`config.mk`:
```
export PLATFORM = sky130hd
export DESIGN_NAME = servo_pwm_command_controller_flat
export DESIGN_NICKNAME = d
export VERILOG_FILES = /design/src/rtl/core/spcc_pkg.sv /design/src/rtl/core/spcc_in_if.sv /design/src/rtl/core/spcc_out_if.sv /design/src/rtl/core/servo_pwm_command_controller.sv /design/src/flat_wrapper.sv
export SDC_FILE = /design/constraint.sdc
export NUM_CORES = 1
export LEC_CHECK = 0
export ABC_AREA = 1
export BUFFER_PORTS_ARGS = -buffer_cell sky130_fd_sc_hd__clkbuf_2
export CELL_PAD_IN_SITES_DETAIL_PLACEMENT = 1
export CELL_PAD_IN_SITES_GLOBAL_PLACEMENT = 2
export CORE_ASPECT_RATIO = 2
export CORE_MARGIN = 1
export CORE_UTILIZATION = 45
export CTS_BUF_LIST = sky130_fd_sc_hd__clkbuf_4 sky130_fd_sc_hd__clkbuf_8
export DETAILED_ROUTE_END_ITERATION = 6
export HOLD_SLACK_MARGIN = 0.06
export PLACE_DENSITY = 0.95
export RECOVER_POWER = 50
export SYNTH_ARGS = -nofsm -noshare
export SYNTH_HDL_FRONTEND = slang
export SYNTH_SLANG_ARGS = --single-unit
```
`constraint.sdc`:
```
create_clock -name clk -period 6.8 [get_ports clk]
set_clock_uncertainty 0.2 [all_clocks]
set_input_delay 1.7 -clock clk [delete_from_list [all_inputs] [get_ports clk]]
set_output_delay 1.7 -clock clk [all_outputs]
set_load 0.05 [all_outputs]
```
`src/rtl/core/spcc_pkg.sv`:
```
// ----------------------------------------------------------------------------
// spcc_pkg
// Shared widths, reset values and byte codes for the servo PWM command
// controller and its channel interfaces.
// ----------------------------------------------------------------------------
package spcc_pkg;

  // Field widths
  localparam int unsigned BYTE_W   = 8;
  localparam int unsigned COUNT_W  = 16;
  localparam int unsigned WIDTH_W  = 14;
  localparam int unsigned LEVEL_W  = 4;
  localparam int unsigned UPD_CH_W = 2;

  // Defaults for the top-level parameters
  localparam int unsigned NUM_CHANNELS_DEF = 4;
  localparam int unsigned NUM_DIGITS_DEF   = 4;

  // Reset values
  localparam logic [WIDTH_W-1:0] RESET_WIDTH = WIDTH_W'(1500);
  localparam logic [COUNT_W-1:0] RESET_TOP   = COUNT_W'(20000);

  // Command byte codes
  localparam logic [BYTE_W-1:0] CMD_START  = 8'h73;  // 's'
  localparam logic [BYTE_W-1:0] ASCII_ZERO = 8'h30;  // '0'
  localparam logic [BYTE_W-1:0] ASCII_NINE = 8'h39;  // '9'

  // Item kinds
  localparam logic FUNC_TICK = 1'b0;
  localparam logic FUNC_BYTE = 1'b1;

endpackage

```
`src/rtl/core/spcc_in_if.sv`:
```
// ----------------------------------------------------------------------------
// spcc_in_if
// Input channel: one timer tick or one received serial byte per word.
// ----------------------------------------------------------------------------
interface spcc_in_if;
  logic                          valid;
  logic                          ready;
  logic                          func;
  logic [spcc_pkg::BYTE_W-1:0]   rx_byte;

  modport source (output valid, func, rx_byte, input ready);
  modport sink   (input valid, func, rx_byte, output ready);
endinterface

```
`src/rtl/core/spcc_out_if.sv`:
```
// ----------------------------------------------------------------------------
// spcc_out_if
// Result channel: servo levels and command-update report, one word per item.
// ----------------------------------------------------------------------------
interface spcc_out_if;
  logic                            valid;
  logic                            ready;
  logic [spcc_pkg::LEVEL_W-1:0]    pwm_levels;
  logic                            update_valid;
  logic [spcc_pkg::UPD_CH_W-1:0]   update_channel;
  logic [spcc_pkg::WIDTH_W-1:0]    update_value;

  modport source (output valid, pwm_levels, update_valid, update_channel, update_value,
                  input ready);
  modport sink   (input valid, pwm_levels, update_valid, update_channel, update_value,
                  output ready);
endinterface

```
`src/rtl/core/servo_pwm_command_controller.sv`:
```
// ----------------------------------------------------------------------------
// servo_pwm_command_controller
// Multi-channel RC servo pulse generator driven by a serial command stream.
//
// Each input word is either one timer tick (func = 0) or one received byte
// (func = 1). The command "s", a channel digit and NUM_DIGITS decimal digits
// sets that channel's pending pulse width; any byte that does not fit the
// command is consumed and abandons it. Ticks step a counter from 0 to
// period_top and wrap, loading all pending widths into the active compares
// at the wrap. Every input word yields exactly one result word carrying the
// levels of up to four channels after that word, plus the command update.
// The block takes one word per clock: each word is worked out in a single
// pass of logic into the result register, so a result appears the cycle
// after acceptance, and input stalls only while a held result is not taken.
// The user writes period_top via cfg_wr_en/cfg_wr_data only while idle; unchecked.
// ----------------------------------------------------------------------------
module servo_pwm_command_controller #(
  parameter int unsigned NUM_CHANNELS = spcc_pkg::NUM_CHANNELS_DEF,
  parameter int unsigned NUM_DIGITS   = spcc_pkg::NUM_DIGITS_DEF
) (
  input  logic                           clk,
  input  logic                           rst_n,
  input  logic                           cfg_wr_en,
  input  logic [spcc_pkg::COUNT_W-1:0]   cfg_wr_data,
  spcc_in_if.sink                        in_ch,
  spcc_out_if.source                     out_ch
);

  localparam int unsigned TGT_W  = (NUM_CHANNELS > 1) ? $clog2(NUM_CHANNELS) : 1;
  localparam int unsigned DCNT_W = (NUM_DIGITS > 1) ? $clog2(NUM_DIGITS) : 1;
  localparam logic [spcc_pkg::BYTE_W-1:0] CHAN_LAST =
    spcc_pkg::BYTE_W'(spcc_pkg::ASCII_ZERO + NUM_CHANNELS - 1);
  localparam logic [DCNT_W-1:0] DIGIT_LAST = DCNT_W'(NUM_DIGITS - 1);
  localparam int unsigned NUM_LEVELS = (NUM_CHANNELS < spcc_pkg::LEVEL_W) ?
                                       NUM_CHANNELS : spcc_pkg::LEVEL_W;

  typedef enum logic [2:0] {
    PH_IDLE  = 3'b001,
    PH_CHAN  = 3'b010,
    PH_DIGIT = 3'b100
  } phase_t;

  typedef logic [spcc_pkg::WIDTH_W-1:0] width_t;

  // State
  logic [spcc_pkg::COUNT_W-1:0] top_r;
  logic [spcc_pkg::COUNT_W-1:0] cnt_r, cnt_nxt;
  phase_t                       phase_r, phase_nxt;
  logic [TGT_W-1:0]             tgt_r, tgt_nxt;
  logic [DCNT_W-1:0]            dcnt_r, dcnt_nxt;
  width_t                       acc_r, acc_nxt;
  width_t                       pending_r [NUM_CHANNELS];
  width_t                       pending_nxt [NUM_CHANNELS];
  width_t                       active_r [NUM_CHANNELS];
  width_t                       active_nxt [NUM_CHANNELS];

  // Result register
  logic                          out_valid_r;
  logic [spcc_pkg::LEVEL_W-1:0]  levels_r, levels_nxt;
  logic                          upd_valid_r, upd_valid_nxt;
  logic [spcc_pkg::UPD_CH_W-1:0] upd_ch_r, upd_ch_nxt;
  width_t                        upd_val_r;

  logic                          in_acc;
  logic                          is_digit;
  logic [17:0]                   acc_mul;
  logic [3:0]                    tgt_ext;

  // Handshake: result register frees when taken
  assign in_ch.ready = !out_valid_r || out_ch.ready;
  assign in_acc      = in_ch.valid && in_ch.ready;

  assign is_digit = in_ch.rx_byte inside {[spcc_pkg::ASCII_ZERO:spcc_pkg::ASCII_NINE]};
  assign acc_mul  = 18'(acc_r) * 18'd10 + 18'(4'(in_ch.rx_byte - spcc_pkg::ASCII_ZERO));
  assign tgt_ext  = 4'(tgt_r);

  // Next state for one word
  always_comb begin
    cnt_nxt       = cnt_r;
    phase_nxt     = phase_r;
    tgt_nxt       = tgt_r;
    dcnt_nxt      = dcnt_r;
    acc_nxt       = acc_r;
    upd_valid_nxt = 1'b0;
    upd_ch_nxt    = '0;
    for (int i = 0; i < NUM_CHANNELS; i++) begin
      pending_nxt[i] = pending_r[i];
      active_nxt[i]  = active_r[i];
    end

    if (in_ch.func == spcc_pkg::FUNC_TICK) begin
      // counter step, preload at wrap
      if (cnt_r >= top_r) begin
        cnt_nxt = '0;
        for (int i = 0; i < NUM_CHANNELS; i++) begin
          active_nxt[i] = pending_r[i];
        end
      end else begin
        cnt_nxt = cnt_r + 1'b1;
      end
    end else begin
      // command parser
      phase_nxt = PH_IDLE;
      case (phase_r)
        PH_IDLE: begin
          if (in_ch.rx_byte == spcc_pkg::CMD_START) begin
            phase_nxt = PH_CHAN;
          end
        end
        PH_CHAN: begin
          if (in_ch.rx_byte inside {[spcc_pkg::ASCII_ZERO:CHAN_LAST]}) begin
            tgt_nxt   = TGT_W'(in_ch.rx_byte - spcc_pkg::ASCII_ZERO);
            acc_nxt   = '0;
            dcnt_nxt  = '0;
            phase_nxt = PH_DIGIT;
          end
        end
        PH_DIGIT: begin
          if (is_digit) begin
            acc_nxt = acc_mul[spcc_pkg::WIDTH_W-1:0];
            if (dcnt_r == DIGIT_LAST) begin
              for (int i = 0; i < NUM_CHANNELS; i++) begin
                if (TGT_W'(i) == tgt_r) begin
                  pending_nxt[i] = acc_mul[spcc_pkg::WIDTH_W-1:0];
                end
              end
              upd_valid_nxt = 1'b1;
              upd_ch_nxt    = tgt_ext[1:0];
            end else begin
              dcnt_nxt  = dcnt_r + 1'b1;
              phase_nxt = PH_DIGIT;
            end
          end
        end
        default: begin
          phase_nxt = PH_IDLE;
        end
      endcase
    end
  end

  // Levels after this word
  always_comb begin
    levels_nxt = '0;
    for (int i = 0; i < NUM_LEVELS; i++) begin
      levels_nxt[i] = cnt_nxt < spcc_pkg::COUNT_W'(active_nxt[i]);
    end
  end

  // Configuration register
  always_ff @(posedge clk) begin
    if (!rst_n) begin
      top_r <= spcc_pkg::RESET_TOP;
    end else if (cfg_wr_en) begin
      top_r <= cfg_wr_data;
    end
  end

  // Working state
  always_ff @(posedge clk) begin
    if (!rst_n) begin
      cnt_r   <= '0;
      phase_r <= PH_IDLE;
      tgt_r   <= '0;
      dcnt_r  <= '0;
      acc_r   <= '0;
      for (int i = 0; i < NUM_CHANNELS; i++) begin
        pending_r[i] <= spcc_pkg::RESET_WIDTH;
        active_r[i]  <= spcc_pkg::RESET_WIDTH;
      end
    end else if (in_acc) begin
      cnt_r   <= cnt_nxt;
      phase_r <= phase_nxt;
      tgt_r   <= tgt_nxt;
      dcnt_r  <= dcnt_nxt;
      acc_r   <= acc_nxt;
      for (int i = 0; i < NUM_CHANNELS; i++) begin
        pending_r[i] <= pending_nxt[i];
        active_r[i]  <= active_nxt[i];
      end
    end
  end

  // Result register: valid flag
  always_ff @(posedge clk) begin
    if (!rst_n) begin
      out_valid_r <= 1'b0;
    end else if (in_acc) begin
      out_valid_r <= 1'b1;
    end else if (out_ch.ready) begin
      out_valid_r <= 1'b0;
    end
  end

  // Result register: payload
  always_ff @(posedge clk) begin
    if (in_acc) begin
      levels_r    <= levels_nxt;
      upd_valid_r <= upd_valid_nxt;
      upd_ch_r    <= upd_ch_nxt;
      upd_val_r   <= upd_valid_nxt ? acc_mul[spcc_pkg::WIDTH_W-1:0] : '0;
    end
  end

  assign out_ch.valid          = out_valid_r;
  assign out_ch.pwm_levels     = levels_r;
  assign out_ch.update_valid   = upd_valid_r;
  assign out_ch.update_channel = upd_ch_r;
  assign out_ch.update_value   = upd_val_r;

`ifndef SYNTHESIS
  // A word without an update reports channel and value as zero
  a_no_upd_zero: assert property (@(posedge clk) disable iff (!rst_n)
    (out_valid_r && !upd_valid_r) |-> (upd_ch_r == '0 && upd_val_r == '0))
    else $error("result without update carries non-zero fields");

  // A tick at or above top wraps the counter to zero
  a_wrap: assert property (@(posedge clk) disable iff (!rst_n)
    (in_acc && in_ch.func == spcc_pkg::FUNC_TICK && cnt_r >= top_r) |=> (cnt_r == '0))
    else $error("counter did not wrap at top");

  // A completed command returns the parser to idle
  a_cmd_idle: assert property (@(posedge clk) disable iff (!rst_n)
    (in_acc && upd_valid_nxt) |=> (phase_r == PH_IDLE))
    else $error("parser not idle after completed command");

  // Bytes never move the counter
  a_byte_cnt: assert property (@(posedge clk) disable iff (!rst_n)
    (in_acc && in_ch.func == spcc_pkg::FUNC_BYTE) |=> $stable(cnt_r))
    else $error("byte word moved the counter");
`endif

endmodule

```
`src/flat_wrapper.sv`:
```
// flat-port wrapper written by rule: the top's interface ports become plain ports
module servo_pwm_command_controller_flat 
#(
  parameter int unsigned NUM_CHANNELS = spcc_pkg::NUM_CHANNELS_DEF,
  parameter int unsigned NUM_DIGITS   = spcc_pkg::NUM_DIGITS_DEF
)
  (clk, rst_n, cfg_wr_en, cfg_wr_data, in_ch_valid, in_ch_func, in_ch_rx_byte, in_ch_ready, out_ch_valid, out_ch_pwm_levels, out_ch_update_valid, out_ch_update_channel, out_ch_update_value, out_ch_ready);
  spcc_in_if in_ch_i ();
  spcc_out_if out_ch_i ();
  input  logic clk;
  input  logic rst_n;
  input  logic cfg_wr_en;
  input  logic [spcc_pkg::COUNT_W-1:0] cfg_wr_data;
  input wire logic [$bits(in_ch_i.valid)-1:0] in_ch_valid;
  input wire logic [$bits(in_ch_i.func)-1:0] in_ch_func;
  input wire logic [$bits(in_ch_i.rx_byte)-1:0] in_ch_rx_byte;
  output wire logic [$bits(in_ch_i.ready)-1:0] in_ch_ready;
  output wire logic [$bits(out_ch_i.valid)-1:0] out_ch_valid;
  output wire logic [$bits(out_ch_i.pwm_levels)-1:0] out_ch_pwm_levels;
  output wire logic [$bits(out_ch_i.update_valid)-1:0] out_ch_update_valid;
  output wire logic [$bits(out_ch_i.update_channel)-1:0] out_ch_update_channel;
  output wire logic [$bits(out_ch_i.update_value)-1:0] out_ch_update_value;
  input wire logic [$bits(out_ch_i.ready)-1:0] out_ch_ready;
  assign in_ch_i.valid = in_ch_valid;
  assign in_ch_i.func = in_ch_func;
  assign in_ch_i.rx_byte = in_ch_rx_byte;
  assign in_ch_ready = in_ch_i.ready;
  assign out_ch_valid = out_ch_i.valid;
  assign out_ch_pwm_levels = out_ch_i.pwm_levels;
  assign out_ch_update_valid = out_ch_i.update_valid;
  assign out_ch_update_channel = out_ch_i.update_channel;
  assign out_ch_update_value = out_ch_i.update_value;
  assign out_ch_i.ready = out_ch_ready;
  servo_pwm_command_controller #(.NUM_CHANNELS(NUM_CHANNELS), .NUM_DIGITS(NUM_DIGITS)) u_core (.clk(clk), .rst_n(rst_n), .cfg_wr_en(cfg_wr_en), .cfg_wr_data(cfg_wr_data), .in_ch(in_ch_i), .out_ch(out_ch_i));
endmodule
```
==> results.yml <==
logic_synthesis:
  syn-num-nets: 1127
  synth_cell_types: 45
  netlist_area_mm2: 0.00991
  syn-mean-instance-area_um2: 9.88
  synth_flop_cell: "edfxtp_1"
  synthCells: 1003
  synth_edf_count: 133
  ys_async_sr_fraction_pct: 0
  synth-seq-cells: 186
  ys_warn_count: 0
  seq_area_frac_synth_pct: 51.0
layout:
  layout-area-overhead-vs-synth_pct: 9.13
  diodes: 0
  fin_util_pct: 50.1
  drive_gt1_share_pct: 8.45
  nets: 1176
drt:
  routedWlPerCell_um: 19.2
  wl_um: 25700
  vias: 7244
  highest_layer: "met4"
  post-route-drc-count: 0
  viasPerCell: 5.41
  drt-initial-drc-count: 188
  wl_met2_um: 14500
  wl_met3_um: 591
  ant_nets: 0
  first_pass_iters: 4
  wl_met1_um: 9650
clock_network:
  cts_tree: "yes"
  cts_resized: 0
  numCtsBuffers: 17
  clk_pin_slew_ns: 0.10
  htreeDepth: 4
  postCtsSetupBuffers: 0
  insertion_delay_ns: 0.52
  max-clock-path-buffers: 2
  hold_buffers: 0
  cts-root-buf: "clkbuf_8"
  cts.sinks: 186
status:
  violations: "max-capacitance violations, max-slew violations"
  outcome: "finished with violations"
power:
  p_seq_share_pct: 57.6
  p_int_mw: 1.61
  pwr-share-clk_pct: 34.8
  power.switching_mw: 0.603
  combPwrFrac_pct: 7.5
  p_leak_nw: 4.70
  switching_share_pct: 27.2
  vdd_drop_max_uv: 144
  p_per_area_mw_per_mm2: 205
grt:
  grt_pass1_vias: 7681
  grt_pass1_wl_um: 41000
  grt-ovfl-total: 0
  track_usage_pct: 24.4
  grt_max_degree: 48
  antenna_found_initial: 0
worst_setup_path:
  cp-start-kind: "primary input"
  worstPathMaxFanout: 29
  crit_type: "in2reg"
  worstSetupEndpointType: "flip-flop"
  critPathRequiredTime_ns: 6.73
  arrival_ns: 5.03
sta:
  tns_ns: 0
  finalMaxSlewViolations: 47
  period_needed_ns: 5.10
  hold_violations: 0
  setup_viol: 0
  max_freq_ghz: 0.196
  fin_crit_sh_pct: 75.0
  whs_ns: 0.267
  grt_setup_unrepaired: "no"
  relSlewSlack_pct: -38.8
  worst_slew_pin_slew_ns: 2.08
floorplan:
  fp.dieH_um: 212
  die_w_um: 107
  core_mm2: 0.0216
  dieArea_mm2: 0.0227
  start_util_pct: 45.9
  io_pins: 53
  rows: 76
placed_design:
  numPortBuffers: 52
  dp_hpwl_um: 20000
  place.gp.congestion: 0.797
run:
  cap_violations: 1
min_path:
  hold_path.class: "reg2reg"
## layout make-up
| type | instances | area, um^2 |
|---|---|---|
| Fill cell | 2494 | 10800 |
| Sequential cell | 186 | 5050 |
| Multi-Input combinational cell | 681 | 4330 |
| Inverter | 107 | 402 |
| Tap cell | 273 | 342 |
| Timing Repair Buffer | 59 | 275 |
| Clock buffer | 17 | 234 |
| Clock inverter | 15 | 175 |
## logic make-up after synthesis
logic type / synth area share [%]
adder cells (fa/ha/maj): 12.0
AO/OA/AOI/OAI: 8.05
multiplexers: 5.35
AND/OR/NAND/NOR: 16.1
flip-flops: 51.0
buffers and inverters: 5.50
XOR/XNOR: 1.94
## cells in the mapped netlist (2+ instances only)
| library cell | instances | share of area [%] |
|---|---|---|
| nand3_1 | 34 | 1.7 |
| or2_2 | 4 | 0.25 |
| ha_1 | 92 | 12 |
| buf_4 | 2 | 0.15 |
| nand2_4 | 2 | 0.23 |
| dfxtp_1 | 53 | 11 |
| nand4_1 | 12 | 0.76 |
| buf_6 | 3 | 0.34 |
| buf_1 | 2 | 0.076 |
| inv_1 | 105 | 4.0 |
| nor3_2 | 2 | 0.20 |
| a22oi_1 | 2 | 0.15 |
| edfxtp_1 | 133 | 40 |
| nor3_1 | 18 | 0.91 |
| a211oi_1 | 4 | 0.30 |
| o21a_1 | 4 | 0.30 |
| buf_2 | 4 | 0.20 |
| nor2_4 | 3 | 0.34 |
| xor2_1 | 17 | 1.5 |
| o22ai_1 | 9 | 0.57 |
| o21ai_0 | 38 | 1.9 |
| fa_1 | 2 | 0.40 |
| nor2_1 | 100 | 3.8 |
| xnor2_1 | 5 | 0.44 |
| o211ai_1 | 4 | 0.30 |
| nand3_2 | 4 | 0.40 |
| a21oi_1 | 75 | 3.8 |
| mux2i_1 | 53 | 5.4 |
| nand2_1 | 179 | 6.8 |
| nand2_2 | 3 | 0.19 |
| inv_2 | 2 | 0.076 |
| clkbuf_1 | 18 | 0.68 |
| o21ai_1 | 3 | 0.15 |
## path summary, 6_finish.rpt
check | startpoint | endpoint | slack (ns) | cells after the start
max reg2reg | u_core.cnt_r[3] | u_core.out_ch.pwm_levels[3] | 2.61 | 18
max | rst_n | u_core.pending_r[2][2] | 1.70 | 6
min reg2reg | u_core.top_r[7] | u_core.top_r[7] | 0.27 | 2
min | u_core.top_r[7] | u_core.top_r[7] | 0.27 | 2
## cells in the final DEF (no fill, tap or decap), types with 3 or more instances in the layout
| cell | n |
|---|---|
| nand4_1 | 12 |
| o22ai_1 | 9 |
| a211oi_1 | 4 |
| nor2_4 | 4 |
| nand3_2 | 4 |
| ha_1 | 92 |
| inv_6 | 5 |
| nor3_2 | 5 |
| nand2_4 | 3 |
| nand2_1 | 178 |
| o21ai_1 | 3 |
| o21a_1 | 4 |
| a21oi_1 | 75 |
| buf_4 | 6 |
| clkbuf_1 | 28 |
| or2_2 | 4 |
| xnor2_1 | 5 |
| dfxtp_1 | 53 |
| edfxtp_1 | 133 |
| xor2_1 | 17 |
| inv_8 | 4 |
| clkbuf_8 | 17 |
| o21ai_0 | 38 |
| nand2_2 | 3 |
| mux2i_1 | 53 |
| nor3_1 | 15 |
| clkbuf_2 | 25 |
| nand3_1 | 34 |
| nor2_1 | 100 |
| o211ai_1 | 4 |
| inv_1 | 105 |
## critical path, stage by stage
cell,delay [ns]
clkbuf_1,0.37
inv_1,0.75
nor2_4,0.07
inv_1,0.71
o21ai_0,0.40
nor3_2,1.01
## sequential cells by signal, indices dropped and copies added, names as in the netlist
signal	cells
u_core.top_r	16
u_core.phase_r	3
u_core.cnt_r	16
u_core.active_r	56
u_core.out_ch.valid	1
u_core.tgt_r	2
u_core.acc_r	13
u_core.out_ch.update_valid	1
u_core.out_ch.pwm_levels	4
u_core.dcnt_r	2
u_core.pending_r	56
u_core.out_ch.update_value	14
u_core.out_ch.update_channel	2
## stage by stage
| stage | cells | setup slack [ns] | power (mW) | area [um^2] |
|---|---|---|---|---|
| after floorplan | 1003 | 1.90 | 1.41 | 9910 |
| after global placement | 1306 | 1.72 | 1.47 | 10500 |
| after detailed placement | 1306 | 1.66 | 1.47 | 10500 |
| after CTS | 1338 | 2.20 | 2.24 | 10900 |
| after global routing | 1338 | 1.38 | 2.29 | 10800 |
| final | 1338 | 1.70 | 2.22 | 10800 |
## metal layers
metal / up-vias / GRT usage [%]
met5: - / 0
met4: 0 / 11.4
met3: 59 / 4.53
met2: 108 / 46.7
met1: 3540 / 24.9
li1: 3537 / -
## power by group through the flow
stage               sequential, mW  combinational (mW)  clock, mW
finish                        1.28               0.166      0.772
global route                  1.28               0.186      0.821
CTS                           1.28               0.170      0.787
detailed placement            1.30               0.170          0
global placement              1.30               0.164          0
floorplan                     1.31              0.0957          0
No activity file was read; power rests on OpenSTA's default activity.
